$ cat src/sv/grd_pkg.sv
package grd_pkg;

    localparam int unsigned SQ_STEPS  = 30;
    localparam int unsigned DIV_STEPS = 15;
    localparam int unsigned PIPE_LEN  = 4 + SQ_STEPS + DIV_STEPS + 1 + 6;

    localparam logic [14:0] ROUGH_MAX = 15'd16384;

    typedef enum logic [1:0] {
        ST_OUTWARD  = 2'd0,
        ST_ABSORBED = 2'd1,
        ST_ZERO     = 2'd2
    } status_t;

    // Per-item data that travels beside the root and quotient pipelines.
    typedef struct packed {
        logic [2:0][15:0] mag;
        logic [2:0]       neg;
        logic [2:0][15:0] nrm;
        logic [2:0][15:0] jit;
        logic             zero;
    } side_t;

endpackage

$ cat src/sv/grd_isqrt.sv
module grd_isqrt (
    input  logic        clk,
    input  logic        en,
    input  logic [31:0] radicand,
    output logic [29:0] root
);
    import grd_pkg::*;

    // The radicand is taken as radicand * 2^28; one root bit per stage.
    logic [29:0] q_reg   [SQ_STEPS];
    logic [32:0] rem_reg [SQ_STEPS];
    logic [31:0] rad_reg [SQ_STEPS];

    for (genvar g = 0; g < SQ_STEPS; g++) begin : g_step
        logic [29:0] q_in;
        logic [32:0] rem_in;
        logic [31:0] rad_in;
        logic [32:0] cur;
        logic [32:0] trial;
        logic        take;

        if (g == 0) begin : g_first
            assign q_in   = '0;
            assign rem_in = '0;
            assign rad_in = radicand;
        end else begin : g_rest
            assign q_in   = q_reg[g-1];
            assign rem_in = rem_reg[g-1];
            assign rad_in = rad_reg[g-1];
        end

        assign cur   = {rem_in[30:0], rad_in[31:30]};
        assign trial = {1'b0, q_in, 2'b01};
        assign take  = (cur >= trial);

        always_ff @(posedge clk)
        begin
            if (en)
            begin
                rad_reg[g] <= {rad_in[29:0], 2'b00};
                q_reg[g]   <= {q_in[28:0], take};
                rem_reg[g] <= take ? (cur - trial) : cur;
            end
        end
    end

    assign root = q_reg[SQ_STEPS-1];

endmodule

$ cat config.mk
export PLATFORM = sky130hd
export DESIGN_NAME = grd_isqrt
export DESIGN_NICKNAME = d
export VERILOG_FILES = /design/src/sv/grd_pkg.sv /design/src/sv/grd_isqrt.sv
export SDC_FILE = /design/constraint.sdc
export NUM_CORES = 2
export LEC_CHECK = 0
export BUFFER_PORTS_ARGS = -buffer_cell sky130_fd_sc_hd__buf_2
export CAP_MARGIN = 20
export CELL_PAD_IN_SITES_DETAIL_PLACEMENT = 2
export CELL_PAD_IN_SITES_GLOBAL_PLACEMENT = 2
export CORE_ASPECT_RATIO = 0.6
export CORE_MARGIN = 5
export CORE_UTILIZATION = 35
export DETAILED_ROUTE_END_ITERATION = 10
export PLACE_DENSITY = 0.63
export SLEW_MARGIN = 30
export SYNTH_ARGS = -nofsm -noshare
export SYNTH_HDL_FRONTEND = slang
export SYNTH_SLANG_ARGS = --single-unit
export TNS_END_PERCENT = 5
$ cat constraint.sdc
create_clock -name clk -period 4.11 [get_ports clk]
set_input_delay 0.822 -clock clk [delete_from_list [all_inputs] [get_ports clk]]
set_output_delay 0.822 -clock clk [all_outputs]
set_load 0.01 [all_outputs]
# Word level (Yosys, flattened, before mapping)

Memories as Yosys holds them, arrays and structs flattened.
Index checks and enable logic that the tools add are counted.

$lt $le $gt $ge: 30
Multiplexer cells: 32
Add/subtract/negate cells: 30

Operators by type and width:

| operator                                                           | count |
|---|---|
| two-way mux 33 bit                                                 | 30 |
| greater-or-equal comparator 33 x 32 -> 1 bit                       | 29 |
| subtractor 33 x 32 -> 33 bit                                       | 29 |
| subtractor 2 x 1 -> 3 bit (second input constant)                  | 1 |
| greater-or-equal comparator 2 x 1 -> 1 bit (second input constant) | 1 |
| two-way mux 1 bit                                                  | 2 |

Memories kept: 3
Input bits: 34
Bits in registers: 0
Word-level logic and storage cells: 95
RAM bits: 2790
Output and inout bits: 30

Memory list:

| name    | depth | bits a word | read ports | clocked after memory_dff | write ports | RTL line        | source |
|---|---|---|---|---|---|---|---|
| rem_reg | 30    | 33          | 29         | 0                        | 30          | grd_isqrt.sv:11 | `logic [32:0] rem_reg [SQ_STEPS];` |
| q_reg   | 30    | 30          | 30         | 0                        | 30          | grd_isqrt.sv:10 | `logic [29:0] q_reg [SQ_STEPS];` |
| rad_reg | 30    | 30          | 29         | 0                        | 30          | grd_isqrt.sv:12 | `logic [31:0] rad_reg [SQ_STEPS];` |

# Depth between registers and ports, before layout

An unclocked memory read counts as a cell.

Depth after elaboration: 3
Mapped depth: 14
Mapped depth without buffers: 13

# Worst setup path before layout

No wires, ideal clock.

Path kind: register to register
Start: mem rem_reg[14][16]
End: mem rem_reg[15][3] (data pin)
Setup time: 260 ps
Required time: 3850 ps
Path buffers: 1
Arrival time: 3098 ps
Path slack: 752 ps
Stages on the path, launching flop included: 10
Clock period less this slack: 3358 ps
Cell sequence: edfxtp_1 -> or4_4 -> or3_4 -> or4_4 -> or3_4 -> nor3_2 -> o311ai_1 -> or3_1 -> buf_6 -> mux2_4

RTL lines:

| item               | RTL line |
|---|---|
| start: declaration | grd_isqrt.sv:11 |

==> reports/qor.yml <==
status: "finished, final reports clean"
synth_seq_cells: 1548
synth_flop_cell: "edfxtp_1"
cts_tree: "done"
ant_nets: 0
layout-drive-gt1-share_pct: 8.34
syn_nets: 7311
cp.arrival_ns: 4.29
clock_power_share_pct: 31.1
power.total_mw: 48.7
io_pins: 64
cts_sinks: 1548
dieArea_um2: 239000
htreeDepth: 4
drtIter0Drc: 3312
dp.cells: 9920
ys_async_sr_fraction_pct: 0
grt_pass1_vias: 56721
skew_ns: 0.0570
vias: 53277
start_util_pct: 35.1
fmax_mhz: 261
antenna_found_initial: 6
yosys.area.top_type: "edfxtp_1"
required_ns: 4.56
grt_pass1_wl_um: 342000
cts_hold_buf: 0
chipWidth_um: 628
first_pass_iters: 5
power_frac_comb_pct: 23.6
yosysWarnings: 0
grt_max_degree: 146
relSlewSlack_pct: 39.7
gr-total-overflow: 0
dp_hpwl_um: 165000
wire_per_inst_um: 21.5
yosysUniqueCellTypes: 92
cts-root-buf: "clkbuf_16"
finalCritPeriodShare_pct: 93.3
netlist.area_leader.share_pct: 57.9
rows: 136
avgSynthCellArea_um2: 11.8
synthTopCellsByArea: "edfxtp_1, ha_1, xor2_1, xnor2_1, inv_1"
sw_frac_of_total_pct: 30.8
ir_worst_vdd_mv: 0.299
grt_setup_unrepaired: "no"
synthToLayoutAreaGrowth_pct: 12.9
die_y_um: 381
p_leak_nw: 34.9
clk_pin_slew_ns: 0.06
p_sw_mw: 15.0
synth_cells: 6795
hp-class: "input pin to register"
layout.cells.non_filler: 10222
maxCapViolations: 0
final.setup.tns_ns: 0
period_needed_ns: 3.83
viasPerCell: 5.21
finalNetCount: 7576
p_int_mw: 33.7
gp_congestion: 0.838
ys_seq_area_share_pct: 57.9
powerDensity_nw_per_um2: 537
netlist_area_um2: 80200
synth_edf_count: 1548
clkLatencyLatePin_ns: 0.85
grtUsageTotal_pct: 17.9
route.detailed.drc: 0
worst-slew-pin-transition_ns: 0.904
finalMaxSlewViolations: 0
final-hold-violation-count: 0
crit_type: "register to register"
worstSetupEndpointType: "register"
core-area_um2: 229000
port_buffers: 63
largest_reg_flops: 843
numCtsBuffers: 171
wirelength_um: 219000
cp_max_fo: 13
cts_buffer_depth: 4
start_kind: "register"
setup_viol: 0
pwr-share-seq_pct: 45.3
-- cells in the final DEF, fill, tap and decap left out, drive strengths merged, types with 19 or more instances in the layout --
cell type  count
a211oi        43
a21boi        19
a21o         164
a21oi        408
a31oi         35
and2          34
and3          29
buf          211
clkbuf       210
clkinv        68
edfxtp      1548
ha           469
inv          616
mux2          87
nand2        501
nand2b        91
nand3        105
nand3b        28
nand4         37
nor2         430
nor2b         79
nor3         177
nor4         113
o211ai        29
o21a          88
o21ai        423
o21bai        36
o31ai         51
or2           30
or3           78
or4           53
xnor2        288
xor2         355
-- power by group through the flow --
| stage | logic, mW | clock network [mW] | registers (mW) |
|---|---|---|---|
| 4_1_cts | 11.5 | 15.7 | 22.1 |
| 3_3_place_gp | 10.9 | 0 | 22.4 |
| 3_5_place_dp | 11.4 | 0 | 22.4 |
| 6_report | 11.5 | 15.1 | 22.0 |
| 2_1_floorplan | 8.00 | 0 | 21.5 |
| 5_1_grt | 12.8 | 16.4 | 22.3 |
-- layer usage --
metal / routed length [um] / track usage [%] / part of all wire [%] / vias to the layer above
met1: 118000 / 28.6 / 54 / 26965
met5: 9 / 0 / 0.0041 / -
met4: 3250 / 2.96 / 1.5 / 2
met2: 89500 / 25.6 / 41 / 679
li1: - / - / - / 25407
met3: 8370 / 2.52 / 3.8 / 224
-- per-stage QoR --
step                      util [%]  hold WS, ns  setup WS (ns)  cell area, um^2
after CTS                     39.6       0.0640          0.217            90500
after floorplan                  -        0.400          0.752            80200
after global routing          39.6       0.0926        0.00481            90600
final                         39.6        0.148          0.277            90600
after global placement        37.3        0.400          0.374            85300
after detailed placement      37.3        0.405          0.305            85300
-- critical path, stage by stage (launching register included) --
cell and delay (ns):
edfxtp_1 0.40, inv_1 0.07, ha_1 0.31, a211oi_1 0.37, o21ai_0 0.22, a31oi_1 0.46, o31a_1 0.32, o31a_1 0.24
and3_1 0.48, buf_4 0.31, o21ai_0 0.27
-- Yosys cell counts, types with 88 or more instances --
cell type,instances
nor4_1,111
o21a_1,88
inv_1,614
a21o_1,164
o21ai_0,421
nor2_1,429
ha_1,469
edfxtp_1,1548
nand2b_1,91
a21oi_1,406
xor2_1,355
nor3_1,176
clkbuf_1,98
nand3_1,105
xnor2_1,287
nand2_1,501
-- final timing paths --
check	endpoint	start	cells after the start	slack, ns
worst min-delay path	rad_reg[0][1]$_DFFE_PP_	radicand[1]	1	0.15
worst max-delay path	rem_reg[19][19]$_DFFE_PP_	q_reg[18][1]$_DFFE_PP_	10	0.28
worst min register to register	rad_reg[1][2]$_DFFE_PP_	rad_reg[0][0]$_DFFE_PP_	0	0.41
worst max register to register	rem_reg[19][19]$_DFFE_PP_	q_reg[18][1]$_DFFE_PP_	10	0.28
-- kinds of logic after synthesis --
kind of cell	after synthesis	synth area share, %
AND/OR/NAND/NOR	1833	11.3
flip-flops	1548	57.9
AO/OA/AOI/OAI	1453	11.2
buffers and inverters	738	3.51
XOR/XNOR	643	7.03
adder cells (fa/ha/maj)	482	7.64
multiplexers	97	1.36
other	1	0.00467
-- cell type report --
type	instances	area, um^2
Fill cell	23389	138000
Sequential cell	1548	46500
Multi-Input combinational cell	4509	31000
Clock buffer	210	4470
Tap cell	3036	3800
Inverter	618	2320
Timing Repair Buffer	211	1700
Clock inverter	85	777
Antenna cell	4	10.0
Timing Repair inverter	1	7.51
-- what timing repair did --
| item | 4_1_cts | 5_1_grt |
|---|---|---|
| endpoints found under the setup margin | 0 | 2 |
| endpoints found under the hold margin | 0 | 0 |
| setup buffers | 0 | 2 |
| resized for setup | 0 | 3 |
Note: power is estimated with default switching activity, not from simulation.
