==> src/sv/grd_pkg.sv <==
package grd_pkg;

    localparam int unsigned SQ_STEPS  = 30;
    localparam int unsigned DIV_STEPS = 15;
    localparam int unsigned PIPE_LEN  = 4 + SQ_STEPS + DIV_STEPS + 1 + 6;

    localparam logic [14:0] ROUGH_MAX = 15'd16384;

    typedef enum logic [1:0] {
        ST_OUTWARD  = 2'd0,
        ST_ABSORBED = 2'd1,
        ST_ZERO     = 2'd2
    } status_t;

    // Per-item data that travels beside the root and quotient pipelines.
    typedef struct packed {
        logic [2:0][15:0] mag;
        logic [2:0]       neg;
        logic [2:0][15:0] nrm;
        logic [2:0][15:0] jit;
        logic             zero;
    } side_t;

endpackage

==> src/sv/grd_div.sv <==
module grd_div (
    input  logic        clk,
    input  logic        en,
    input  logic [15:0] mag,
    input  logic [29:0] m,
    output logic [14:0] quot
);
    import grd_pkg::*;

    // Computes (mag * 2^28 + m/2) / m, one quotient bit per stage.
    logic [43:0] num;
    logic [29:0] rem_reg [DIV_STEPS+1];
    logic [14:0] low_reg [DIV_STEPS+1];
    logic [29:0] m_reg   [DIV_STEPS+1];

    assign num = {mag, 28'd0} + {15'd0, m[29:1]};

    always_ff @(posedge clk)
    begin
        if (en)
        begin
            rem_reg[0] <= {1'b0, num[43:15]};
            low_reg[0] <= num[14:0];
            m_reg[0]   <= m;
        end
    end

    for (genvar g = 1; g <= DIV_STEPS; g++) begin : g_step
        logic [30:0] cur;
        logic        take;

        assign cur  = {rem_reg[g-1], low_reg[g-1][14]};
        assign take = (cur >= {1'b0, m_reg[g-1]});

        always_ff @(posedge clk)
        begin
            if (en)
            begin
                rem_reg[g] <= take ? 30'(cur - {1'b0, m_reg[g-1]}) : cur[29:0];
                low_reg[g] <= {low_reg[g-1][13:0], take};
                m_reg[g]   <= m_reg[g-1];
            end
        end
    end

    assign quot = low_reg[DIV_STEPS];

endmodule
==> config.mk <==
export PLATFORM = sky130hd
export DESIGN_NAME = grd_div
export DESIGN_NICKNAME = d
export VERILOG_FILES = /design/src/sv/grd_pkg.sv /design/src/sv/grd_div.sv
export SDC_FILE = /design/constraint.sdc
export NUM_CORES = 2
export LEC_CHECK = 0
export ABC_AREA = 1
export BUFFER_PORTS_ARGS = -buffer_cell sky130_fd_sc_hd__buf_2
export CAP_MARGIN = 20
export CORE_UTILIZATION = 60
export DETAILED_ROUTE_END_ITERATION = 16
export PLACE_DENSITY = 0.81
export REMOVE_ABC_BUFFERS = 1
export SLEW_MARGIN = 10
export SYNTH_ARGS = -nofsm -noshare
export SYNTH_HDL_FRONTEND = slang
export SYNTH_SLANG_ARGS = --single-unit
==> constraint.sdc <==
create_clock -name clk -period 2.95 [get_ports clk]
set_input_delay 0.295 -clock clk [delete_from_list [all_inputs] [get_ports clk]]
set_output_delay 0.295 -clock clk [all_outputs]
set_load 0.03 [all_outputs]
-- Word-level counts from Yosys, hierarchy flattened
Memory sizes are Yosys's and may differ from the RTL's.
Index checks and enable logic that the tools add are counted.
- output and inout port bits: 15
- logic and storage cells: 51
- RAM bits: 1200
- input port bits: 48
- memories kept: 3
- flip-flop bits (word level): 0
- memories (name ; depth ; width ; read ports ; clocked after memory_dff ; wr ports ; RTL line ; RTL):
    m_reg ; 16 ; 30 ; 15 ; 0 ; 16 ; grd_div.sv:14 ; logic [29:0] m_reg [DIV_STEPS+1];
    rem_reg ; 16 ; 30 ; 15 ; 0 ; 16 ; grd_div.sv:12 ; logic [29:0] rem_reg [DIV_STEPS+1];
    low_reg ; 16 ; 15 ; 16 ; 0 ; 16 ; grd_div.sv:13 ; logic [14:0] low_reg [DIV_STEPS+1];
- $lt $le $gt $ge: 15
- add/sub/neg operators: 16
- multiplexer cells: 17
- operators with widths (cell ; count):
    $ge A31 B30 Y1 ; 15
    $mux W30 ; 15
    $sub A30 B30 Y30 ; 15
    $add A44 B29 Y44 ; 1
    $mux W1 ; 2

-- Longest topological paths before layout
- depth in word-level cells: 2
- depth in mapped cells: 15
- mapped depth without buffers: 14

-- Worst setup path after synthesis
No wires, ideal clock.
- path type: register to register
- from: memory rem_reg[7][1]
- to: memory rem_reg[8][22], data pin
- arrival time: 1.783 ns
- setup time: 0.253 ns
- data required time: 2.697 ns
- slack: 0.913 ns
- stages on the path, launching flop included: 13
- clock period less this slack: 2.037 ns
- buffers on the path: 2
- cell sequence: edfxtp_1 -> ha_1 -> clkbuf_2 -> or2_1 -> nand3_1 -> nand2_1 -> nand2_1 -> nand2_1 -> nand2_2 -> nand3_4 -> buf_4 -> nand3_1 -> nand2_1
- RTL lines (element ; RTL line):
    from (decl) ; grd_div.sv:12

==> metrics.md <==
| Metric | Value |
|---|---|
| Run status | completed |
| Required time at the endpoint of the critical path | 3.57 ns |
| Initial antenna violation count | 13 |
| Die outline area | 121000 sq um |
| Final instance area | 79600 sq um |
| CP arrival | 3.51 ns |
| TritonCTS clock tree | done |
| Cell depth of the worst flop-to-flop path | 11 |
| Layer carrying the most global-route usage | met2 |
| Tightest hold margin | 0.0436 ns |
| Transition time at the pin with the least slew margin | 0.681 ns |
| Proportion of power drawn by combinational gates | 52.7% |
| Sequential cell area | 30200 sq um |
| Max H-tree Level | 3 |
| Number of nets still failing antenna checks after routing | 0 |
| DRC marker count from the first detailed-route iteration | 7395 |
| Via density per instance | 5.52 |
| Syn Std Cell Area | 72000 sq um |
| Proportion of power drawn by the clock network | 17.5% |
| Worst Setup Slack post-DPL | 0.0267 ns |
| Count of flip-flops with a built-in enable after synthesis | 1006 |
| Fillcell total | 10200 |
| Final design utilization | 67.1% |
| Peak supply drop | 713 uV |
| Number of cells produced by synthesis | 9799 |
| Detailed-placement wirelength estimate | 195000 um |
| WHS Endpoint | low_reg[0][10] |
| Met3 Use GR | 7.98% |
| Xor and xnor area share after synthesis | 2.47% |
| Post-synthesis register bit count | 1006 |
| Mean instance size in the synthesized netlist | 7.35 sq um |
| Sequential-to-total area share from yosys stat | 41.9% |
| Number of sinks handled by clock tree synthesis | 1006 |
| Via count | 65100 |
| Sequential Power Share | 29.8% |
| Global Route Usage Sum | 39.9% |
| Power per unit of standard cell area | 1030 nW/um^2 |
| Pin count of the biggest net entering global routing | 100 |
| Skew final | 0.0731 ns |
| Unrepaired setup endpoints after global routing | true |
| Met1 track demand over resource in global routing | 49.2% |
| Clock network latency to the later pin of the worst-skew pair | 0.77 ns |
| Horiz. Die Dim | 348 um |
| Yosys warning count | 0 |
| Top cell type's share of synthesized area | 41.9% |
| Final max-slew violation count | 0 |
| Launch point of the worst reg-to-reg path | m_reg[1][58] |
| Worst hold path depth | 1 |
| Max reg flops | 436 |
| 1st-pass router iterations | 8 |
| Area taken by multi-input logic gates | 32700 sq um |
| Most instantiated flip-flop cell in the synthesis netlist | edfxtp_1 |
| Cell taking the most area after synthesis | edfxtp_1 |
| Max Freq | 346 MHz |
| Worst hold-check path type | input port to register |
| Compound-Gate Fraction of Synth Area | 2.79% |
| Top cell types by occurrence after synthesis | nand2_1, inv_1, edfxtp_1 |
| Ranking of synthesized cells by area | edfxtp_1, nand2_1, inv_1, ha_1, nand3_1 |
| Final worst-path setup slack | 0.0609 ns |
| Post-synthesis share of cell area spent on full adders, half adders and majority gates | 8.24% |
| Internal | 43.3 mW |
| Num ports | 63 |
| Kind of end point of the critical path | register |
| Final setup violation count | 0 |
| Count of buffers inserted at the top-level ports | 62 |
| Reg-to-reg critical path endpoint | rem_reg[10][7] |
| Most common cell in the synthesized netlist | nand2_1 |
| Setup slack of the worst register-to-register path | 0.06 ns |
| Fraction of layout cells with a size suffix above 1 | 5.34% |
| Simple-gate share of the synthesized area | 31.9% |
| Setup Crit Path Kind | register to register |
| Vertical extent of the die | 348 um |
| Hold Vio Cnt, Final | 0 |
| CTS clk-pin slew, worst paths | 0.07 ns |
| Total routed wirelength | 244000 um |
| FFs w/ async S/R, synth | 0% |
| Final clock period utilization by the worst path | 97.9% |
| Overall overflow remaining after global route | 0 |
| Area growth syn-to-layout | 10.5% |
| Switching power of the nets | 38.8 mW |
| Highest net fanout along the worst path | 27 |
| Relative max-transition margin | 54.2% |
| DP Area | 75300 sq um |
| TritonCTS Buffers | 107 |
| Max Cap Viol | 0 |
| CTS Buffer Depth | 3 |
| Routability-driven placement congestion ratio | 1.09 |
| WL per Instance | 20.7 um |
| Worst hold start | en |
| Initial standard-cell utilization of the core | 60.7% |
| Met2 GRT Util | 63.9% |
| Row Count | 126 |
| Main combinational cell family by area after synthesis | simple AND/OR/NAND/NOR gates |
| Net Sw Frac | 47.2% |
| Distinct cell type count of the synthesized netlist | 41 |
| Leakage | 42.1 nW |
| Via count of the first global-routing pass | 61600 |
| Drt drc | 0 |
| Buffer cell driving the clock tree root | clkbuf_16 |
| Kind of launch point of the worst setup path | register |
| Std-Cell Core Area | 119000 sq um |
| Layout Nets | 10600 |
| Final period demand of the worst path | 2.89 ns |
| Mux contribution to synthesized area | 0% |
| Global-route wire length before repair | 363000 um |
-- worst max path at each step --
| stage | depth (start not counted) | startpoint | endpoint | slack (ns) |
|---|---|---|---|---|
| final | 11 | m_reg[1][58] | rem_reg[10][7] | 0.06 |
| after global routing | 11 | m_reg[0][196] | rem_reg[7][19] | -0.02 |
| after CTS | 11 | m_reg[0][198] | rem_reg[7][19] | 0.0005 |
| after detailed placement | 10 | m_reg[0][28] | rem_reg[1][13] | 0.03 |
| after global placement | 10 | m_reg[0][28] | rem_reg[1][13] | 0.002 |
| after floorplan | 10 | rem_reg[4][1] | rem_reg[5][27] | 0.76 |
-- critical path, cell delays in order, from the launching register on --
cell	delay, ns
edfxtp_1	0.48
inv_1	0.09
ha_1	0.42
nand3_1	0.27
nor2_1	0.06
nand2_1	0.06
nand2_1	0.11
a21oi_1	0.26
nand3_4	0.12
buf_12	0.17
o21ai_0	0.50
buf_4	0.22
-- layout make-up --
class | instances | area share [%]
repair buffers | 300 | 3.39
well taps | 1600 | 2.52
clock buffers | 114 | 3.42
clock inverters | 82 | 1.27
diodes | 3 | 0.00943
multi-input cells | 6500 | 41.1
inverters | 2186 | 10.3
flip-flops and latches | 1006 | 38.0
-- cell usage in the layout, fill, tap and decap left out, types with 11 or more instances in the layout --
| cell | Yosys | routed |
|---|---|---|
| nor3_1 | 65 | 65 |
| nand3b_1 | 59 | 59 |
| buf_4 | 49 | 154 |
| o21ai_1 | 18 | 19 |
| nand2_2 | 17 | 20 |
| buf_2 | 16 | 61 |
| inv_1 | 2179 | 2178 |
| clkinv_1 | 0 | 15 |
| and2_0 | 14 | 14 |
| buf_12 | 0 | 38 |
| o21ai_0 | 102 | 100 |
| edfxtp_1 | 1006 | 1006 |
| nand3_1 | 962 | 960 |
| o21bai_1 | 14 | 14 |
| dlygate4sd3_1 | 0 | 46 |
| xnor2_1 | 24 | 24 |
| clkbuf_16 | 0 | 108 |
| nor2_2 | 25 | 27 |
| nor3_2 | 15 | 15 |
| xor2_1 | 179 | 179 |
| clkinv_2 | 0 | 13 |
| ha_1 | 452 | 451 |
| bufinv_16 | 0 | 15 |
| nand3_2 | 9 | 11 |
| clkinvlp_4 | 0 | 12 |
| inv_6 | 0 | 13 |
| nand4_1 | 109 | 109 |
| and2_1 | 42 | 42 |
| nand2_1 | 3568 | 3565 |
| a21oi_1 | 211 | 211 |
| nor2_1 | 544 | 542 |
| fa_1 | 14 | 14 |
| a21boi_0 | 13 | 13 |
-- what timing repair did --
item	in CTS	in global routing
hold buffers	46	0
setup buffers	0	4
gates resized for setup	1	11
endpoints found under the hold margin	46	0
endpoints found under the setup margin	1	51
-- power by group through the flow --
stage,sequential [mW],combinational [mW],clock [mW]
finish,24.5,43.3,14.4
detailed placement,24.5,41.6,0
floorplan,22.5,28.4,0
global placement,24.5,40.9,0
CTS,24.3,41.9,14.5
global route,24.6,47.8,15.0
-- per-layer routing --
layer,wire length (um),share of wire (%)
met5,64,0.026
met4,18200,7.5
met1,92500,38
met2,109000,45
met3,24000,9.8
-- logic make-up (layout without fill, tap and decap cells) --
family | after synthesis | after routing
flip-flops | 1006 | 1006
AO/OA/AOI/OAI | 369 | 369
buffers and inverters | 2293 | 2682
other | 0 | 3
AND/OR/NAND/NOR | 5462 | 5462
XOR/XNOR | 203 | 203
adder cells (fa/ha/maj) | 466 | 466
-- through the flow --
| step | power, mW | std cells | setup TNS (ns) |
|---|---|---|---|
| after global placement | 65.4 | 11500 | 0 |
| final | 82.1 | 11800 | 0 |
| after CTS | 80.7 | 11800 | 0 |
| after global routing | 87.4 | 11800 | -0.0183 |
| after detailed placement | 66.1 | 11500 | 0 |
| after floorplan | 50.9 | 9692 | 0 |
No activity file was read; power rests on OpenSTA's default activity.
